## config.mk

```make
export PLATFORM = sky130hd
export DESIGN_NAME = ber_tag_identifier_parser_unit
export DESIGN_NICKNAME = d
export VERILOG_FILES = /design/src/design/btip_pkg.sv /design/src/design/btip_step.sv /design/src/design/btip_out_reg.sv /design/src/design/ber_tag_identifier_parser_unit.sv
export SDC_FILE = /design/constraint.sdc
export NUM_CORES = 1
export LEC_CHECK = 0
export ABC_AREA = 1
export BUFFER_PORTS_ARGS = -buffer_cell sky130_fd_sc_hd__buf_2
export CORE_ASPECT_RATIO = 1.25
export CORE_MARGIN = 10
export CORE_UTILIZATION = 24
export CTS_CLUSTER_DIAMETER = 120
export DETAILED_ROUTE_END_ITERATION = 16
export MAX_ROUTING_LAYER = met4
export SLEW_MARGIN = 10
export SYNTH_ARGS = -nofsm -noshare
export SYNTH_HDL_FRONTEND = slang
export SYNTH_HIERARCHICAL = 1
export SYNTH_SLANG_ARGS = --single-unit
```

## constraint.sdc

```tcl
create_clock -name clk_i -period 4.3 [get_ports clk_i]
set_input_delay 0 -clock clk_i [delete_from_list [all_inputs] [get_ports clk_i]]
set_output_delay 0 -clock clk_i [all_outputs]
set_load 0.02 [all_outputs]
```

## src/design/btip_pkg.sv

```systemverilog
// Shared types and constants for the BER tag identifier parser.
// Used by every module of the block; depends on nothing.
`default_nettype none

package btip_pkg;

  localparam int unsigned TagNumW   = 32;
  localparam int unsigned GroupBits = 7;
  localparam int unsigned CountW    = 3;

  // Largest number of base-128 groups that a long-form tag may carry.
  localparam logic [CountW-1:0] MaxGroups = 3'd5;

  // Low five bits of a first octet that mark the long form.
  localparam logic [4:0] LongFormMark = 5'h1F;

  typedef enum logic [1:0] {
    StOk        = 2'd0,
    StInvalid   = 2'd1,
    StTruncated = 2'd2
  } status_e;

  typedef struct packed {
    logic [7:0] in_byte;
    logic       source_empty;
  } in_word_t;

  typedef struct packed {
    status_e              status;
    logic [1:0]           tag_class;
    logic                 constructed;
    logic [TagNumW-1:0]   tag_number;
  } out_word_t;

endpackage

`default_nettype wire

```

## src/design/btip_step.sv

```systemverilog
// Parser state and the decode of one identifier octet.
// Depends on btip_pkg for the word types, status codes and limits.
`default_nettype none

module btip_step (
  input  wire logic              clk_i,
  input  wire logic              rst_ni,
  input  wire logic              go_i,
  input  wire btip_pkg::in_word_t word_i,
  output logic                   res_vld_o,
  output btip_pkg::out_word_t    res_o
);

  logic                               lf_q, lf_d;
  logic [1:0]                         cls_q, cls_d;
  logic                               pc_q, pc_d;
  logic [btip_pkg::TagNumW-1:0]       acc_q, acc_d;
  logic [btip_pkg::CountW-1:0]        cnt_q, cnt_d;
  logic [btip_pkg::TagNumW-1:0]       acc_next;
  logic [7:0]                         b;

  assign b        = word_i.in_byte;
  assign acc_next = {acc_q[btip_pkg::TagNumW-btip_pkg::GroupBits-1:0],
                     b[btip_pkg::GroupBits-1:0]};

  always_comb begin
    lf_d      = lf_q;
    cls_d     = cls_q;
    pc_d      = pc_q;
    acc_d     = acc_q;
    cnt_d     = cnt_q;
    res_vld_o = 1'b0;
    res_o     = '{status: btip_pkg::StOk, tag_class: cls_q, constructed: pc_q,
                  tag_number: '0};
    if (!lf_q) begin
      // An empty source while idle is simply skipped.
      if (!word_i.source_empty) begin
        cls_d             = b[7:6];
        pc_d              = b[5];
        res_o.tag_class   = b[7:6];
        res_o.constructed = b[5];
        if (b[4:0] != btip_pkg::LongFormMark) begin
          res_vld_o        = 1'b1;
          res_o.tag_number = {{(btip_pkg::TagNumW-5){1'b0}}, b[4:0]};
        end else begin
          lf_d  = 1'b1;
          acc_d = '0;
          cnt_d = '0;
        end
      end
    end else if (word_i.source_empty) begin
      res_vld_o    = 1'b1;
      res_o.status = btip_pkg::StTruncated;
      lf_d         = 1'b0;
      acc_d        = '0;
      cnt_d        = '0;
    end else if (cnt_q >= btip_pkg::MaxGroups) begin
      res_vld_o    = 1'b1;
      res_o.status = btip_pkg::StInvalid;
      lf_d         = 1'b0;
      acc_d        = '0;
      cnt_d        = '0;
    end else begin
      cnt_d = cnt_q + 1'b1;
      if (!b[7]) begin
        res_vld_o        = 1'b1;
        res_o.tag_number = acc_next;
        lf_d             = 1'b0;
        acc_d            = '0;
        cnt_d            = '0;
      end else begin
        acc_d = acc_next;
      end
    end
  end

  always_ff @(posedge clk_i or negedge rst_ni) begin
    if (!rst_ni) begin
      lf_q  <= 1'b0;
      cls_q <= '0;
      pc_q  <= 1'b0;
      acc_q <= '0;
      cnt_q <= '0;
    end else if (go_i) begin
      lf_q  <= lf_d;
      cls_q <= cls_d;
      pc_q  <= pc_d;
      acc_q <= acc_d;
      cnt_q <= cnt_d;
    end
  end

endmodule

`default_nettype wire

```

## src/design/btip_out_reg.sv

```systemverilog
// Result register of the parser, drives the output channel.
// Depends on btip_pkg for the result word type.
`default_nettype none

module btip_out_reg (
  input  wire logic               clk_i,
  input  wire logic               rst_ni,
  input  wire logic               load_i,
  input  wire btip_pkg::out_word_t word_i,
  output logic                    ready_o,
  output logic                    out_valid_o,
  input  wire logic               out_stall_i,
  output btip_pkg::out_word_t     out_data_o
);

  logic                vld_q, vld_d;
  btip_pkg::out_word_t data_q;

  // The register can take a new word when it is empty or its word leaves now.
  assign ready_o = !vld_q || !out_stall_i;

  always_comb begin
    vld_d = vld_q;
    if (ready_o) begin
      vld_d = load_i;
    end
  end

  always_ff @(posedge clk_i or negedge rst_ni) begin
    if (!rst_ni) begin
      vld_q <= 1'b0;
    end else begin
      vld_q <= vld_d;
    end
  end

  always_ff @(posedge clk_i) begin
    if (ready_o && load_i) begin
      data_q <= word_i;
    end
  end

  assign out_valid_o = vld_q;
  assign out_data_o  = data_q;

endmodule

`default_nettype wire

```

## src/design/ber_tag_identifier_parser_unit.sv

```systemverilog
// Top level of the BER tag identifier parser: input register, decode, result.
// Depends on btip_pkg, btip_step and btip_out_reg.
`default_nettype none

// Decodes ASN.1 BER identifier octets at one word per cycle while the input
// is not stalled. A word is captured in an input register and decoded by
// the parser state logic once the output register can take a result. Where
// it completes a tag (short form, last long-form group, too many groups or
// an empty source mid-tag), its result is written to the output register at
// the end of that same cycle. Words that only extend a long-form tag, and
// empty words while idle, give no result. The input stalls only while the
// input register is full and the output register holds a result that is
// stalled.

module ber_tag_identifier_parser_unit (
  input  wire logic                clk_i,
  input  wire logic                rst_ni,
  input  wire logic                in_valid_i,
  output logic                     in_stall_o,
  input  wire btip_pkg::in_word_t  in_data_i,
  output logic                     out_valid_o,
  input  wire logic                out_stall_i,
  output btip_pkg::out_word_t      out_data_o
);

  logic                in_vld_q, in_vld_d;
  btip_pkg::in_word_t  in_q;
  logic                out_ready;
  logic                go;
  logic                in_take;
  logic                res_vld;
  btip_pkg::out_word_t res;

  assign go         = in_vld_q && out_ready;
  assign in_stall_o = in_vld_q && !out_ready;
  assign in_take    = in_valid_i && !in_stall_o;

  always_comb begin
    in_vld_d = in_vld_q;
    if (in_take) begin
      in_vld_d = 1'b1;
    end else if (go) begin
      in_vld_d = 1'b0;
    end
  end

  always_ff @(posedge clk_i or negedge rst_ni) begin
    if (!rst_ni) begin
      in_vld_q <= 1'b0;
    end else begin
      in_vld_q <= in_vld_d;
    end
  end

  always_ff @(posedge clk_i) begin
    if (in_take) begin
      in_q <= in_data_i;
    end
  end

  btip_step u_step (
    .clk_i     (clk_i),
    .rst_ni    (rst_ni),
    .go_i      (go),
    .word_i    (in_q),
    .res_vld_o (res_vld),
    .res_o     (res)
  );

  btip_out_reg u_out (
    .clk_i       (clk_i),
    .rst_ni      (rst_ni),
    .load_i      (go && res_vld),
    .word_i      (res),
    .ready_o     (out_ready),
    .out_valid_o (out_valid_o),
    .out_stall_i (out_stall_i),
    .out_data_o  (out_data_o)
  );

endmodule

`default_nettype wire

```

==> out/metrics.cfg <==
[cells_and_area]
multi_input_area_um2 = 798
nets = 374
syn2layout_area_growth_pct = 24.3
drive_above_1_share_pct = 23.1
fin_cells = 535
antenna_cells = 0
seqCellArea_um2 = 2230
nFillCells = 1409

[min_path]
worstHoldEndpoint = u_out/out_valid_o
hold-path-cell-count = 3
hold_path_class = input pin to flip-flop
holdCritStartpoint = out_stall_i

[run]
max_cap_violations = 0

[die]
die_height_um = 150
core_area_um2 = 13300
die-area_um2 = 18700
fp.dieW_um = 124
row_count = 47
start_util_pct = 24.5
io_pins = 52

[synth]
netlist_instances = 298
yosys_warnings = 6
synth.top_cell.area_share_pct = 42.4
synth-seq-cells = 80
seq_area_frac_synth_pct = 68.5
synth_nets = 313
synth.avg_cell_area_um2 = 10.9
yosysTopAreaCell = edfxtp_1
synth_edf_count = 46
post_synth_instance_area_um2 = 3260
yosys-top-cells-area = edfxtp_1, dfrtp_1, nand2_1
synth_most_common_cell = nand2_1
synthFlopType = edfxtp_1
ys_async_sr_fraction_pct = 42.5
yosysUniqueCellTypes = 25
yosys-top-cells-count = nand2_1, edfxtp_1, inv_1, dfrtp_1, nor2_1

[critical_path]
worst_ep_arrival_time_ps = 2950
r2r_slack_ps = 1360
cp-end-kind = flip-flop
cp_num_buf_inv = 3
cp-start-kind = flip-flop
reg2reg_from = u_step/lf_q
rr_worst_depth = 8
crit_fanout = 31
cp_data_required_time_ps = 4310
slowest_stage = dfrtp_1
worstSetupStartpoint = u_step/lf_q
path_delay_family = simple AND/OR/NAND/NOR gates
timing.rr.end = u_out/out_data_o[18]
path_cells = nor2_2 > nand2_1 > nand2_1 > inv_1 > nor2_2 > inv_1 > a21oi_4 > buf_4
cp_slowest_stage_delay_ps = 770
critPathKind = flip-flop to flip-flop

[pwr]
power.density_nw_per_um2 = 537
leakagePower_nw = 1.77
max-vdd-ir-drop_mv = 0.196

[clocking]
clkSinkCount = 80
cts_buffer_depth = 2
cts_tree = yes
clock_latency_ps = 330
cts.clk_slew.worst_paths_ps = 60
htree_levels = 3
root_buffer = clkbuf_16
cts-buffers-inserted = 9
cts_setup_buffers = 0

[sta]
relSlewSlack_pct = 30.8
finalCritPeriodShare_pct = 68.4
max_freq_mhz = 340
setup_viol = 0
slew_viol_final = 0
tightest_slew_ps = 1040
hold_ws_ps = 42.4
fin_skew_ps = 6.40
finalHoldViolations = 0
tns_ps = 0
fin_crit_ps = 2940
rsz0062_at_grt = false

[grt]
grt.total_usage_pct = 7.80
grt_pass1_vias = 2315
grt_max_degree = 35
grt_pass1_wl_um = 11500
globalRouteOverflowTotal = 0
antenna_found_initial = 0

[drt]
viasPerCell = 4.17
firstDrtPassIters = 4
drc = 0
drtAntennaViolNets = 0
drt_wl_total_um = 6870
dr_total_vias = 2231
wl_per_cell_um = 12.8
drtIter0Drc = 141

[placed_design]
gp_congestion = 0.770
io_buffers = 51
place_inst = 508
hpwl_um = 4820

[outcome]
status = completed

==> repair_timing <==
action,in CTS,in global routing
hold buffers,11,0
gates resized for setup,0,0
endpoints found under the hold margin,44,0
==> final cells by class <==
| class | count | share of cell area [%] |
|---|---|---|
| Clock inverter | 7 | 1.39 |
| Multi-Input combinational cell | 164 | 19.7 |
| Sequential cell | 80 | 55.1 |
| Inverter | 41 | 3.80 |
| Timing Repair Buffer | 63 | 9.20 |
| Tap cell | 171 | 5.28 |
| Clock buffer | 9 | 5.56 |
==> logic make-up after synthesis <==
group	Yosys count	share of synthesized area, %
adder cells (fa/ha/maj)	2	0.767
XOR/XNOR	1	0.269
AO/OA/AOI/OAI	16	3.18
buffers and inverters	54	7.41
AND/OR/NAND/NOR	145	19.9
flip-flops	80	68.5
==> registers in the layout (all words and copies together), names as in the netlist <==
register / flops
u_out/out_data_o: 37
u_step/cls_q: 2
u_step/acc_q: 25
in_q: 9
u_step/cnt_q: 3
u_step/pc_q: 1
u_out/out_valid_o: 1
u_step/lf_q: 1
in_vld_q: 1
==> stage by stage <==
step           setup WS (ps)  power (mW)  instance area [um2]  util, %
2_1_floorplan            906        1.35                 3260        -
5_1_grt                 1110        2.30                 4050     30.5
3_3_place_gp            1510        1.48                 3660     27.5
4_1_cts                 1380        2.21                 4050     30.5
3_5_place_dp            1410        1.49                 3660     27.5
6_report                1360        2.18                 4050     30.5
==> cell usage in the layout, fill, tap and decap left out <==
master and instances:
nand2_1 71, buf_2 51, edfxtp_1 46, inv_1 38, dfrtp_1 34, nor2_1 33, nand4_1 27, dlygate4sd3_1 11
clkbuf_16 9, nor2_2 4, o21ai_0 4, nand3_1 4, clkinv_4 3, a21oi_1 3, inv_2 3, a21boi_1 3
o21ai_2 2, inv_6 2, a21boi_0 2, nand2_2 2, ha_1 2, a21oi_2 1, clkinv_2 1, clkinvlp_4 1
a21oi_4 1, buf_4 1, nor3_1 1, nand3_2 1, nand2_4 1, or2_2 1, xnor2_1 1
==> metal layers <==
layer / GRT usage, % / wire length (um)
met3: 2.50 / 313
met1: 9.02 / 3210
met5: - / 0
met2: 12.4 / 3240
met4: 3.15 / 112
==> how the worst max path moves through the flow <==
stage	end	slack [ps]	cells after the start
floorplan	u_out/out_data_o[0]	910	7
global placement	u_out/out_data_o[28]	1510	8
finish	u_out/out_data_o[18]	1360	8
CTS	u_out/out_data_o[18]	1380	8
detailed placement	u_out/out_data_o[28]	1410	8
global route	u_out/out_data_o[11]	1110	8
==> worst reg2reg max path, stage by stage (launching register included) <==
cell	delay (ps)
dfrtp_1	770
nor2_2	490
nand2_1	190
nand2_1	100
inv_1	50
nor2_2	90
inv_1	70
a21oi_4	470
buf_4	380
==> report_power, final <==
| part | switching, mW | total, mW | internal [mW] |
|---|---|---|---|
| combinational | 0.278 | 0.395 | 0.116 |
| clock | 0.307 | 0.703 | 0.396 |
| sequential | 0.108 | 1.08 | 0.972 |
| total | 0.693 | 2.18 | 1.48 |
(Power assumes the default switching activity.)
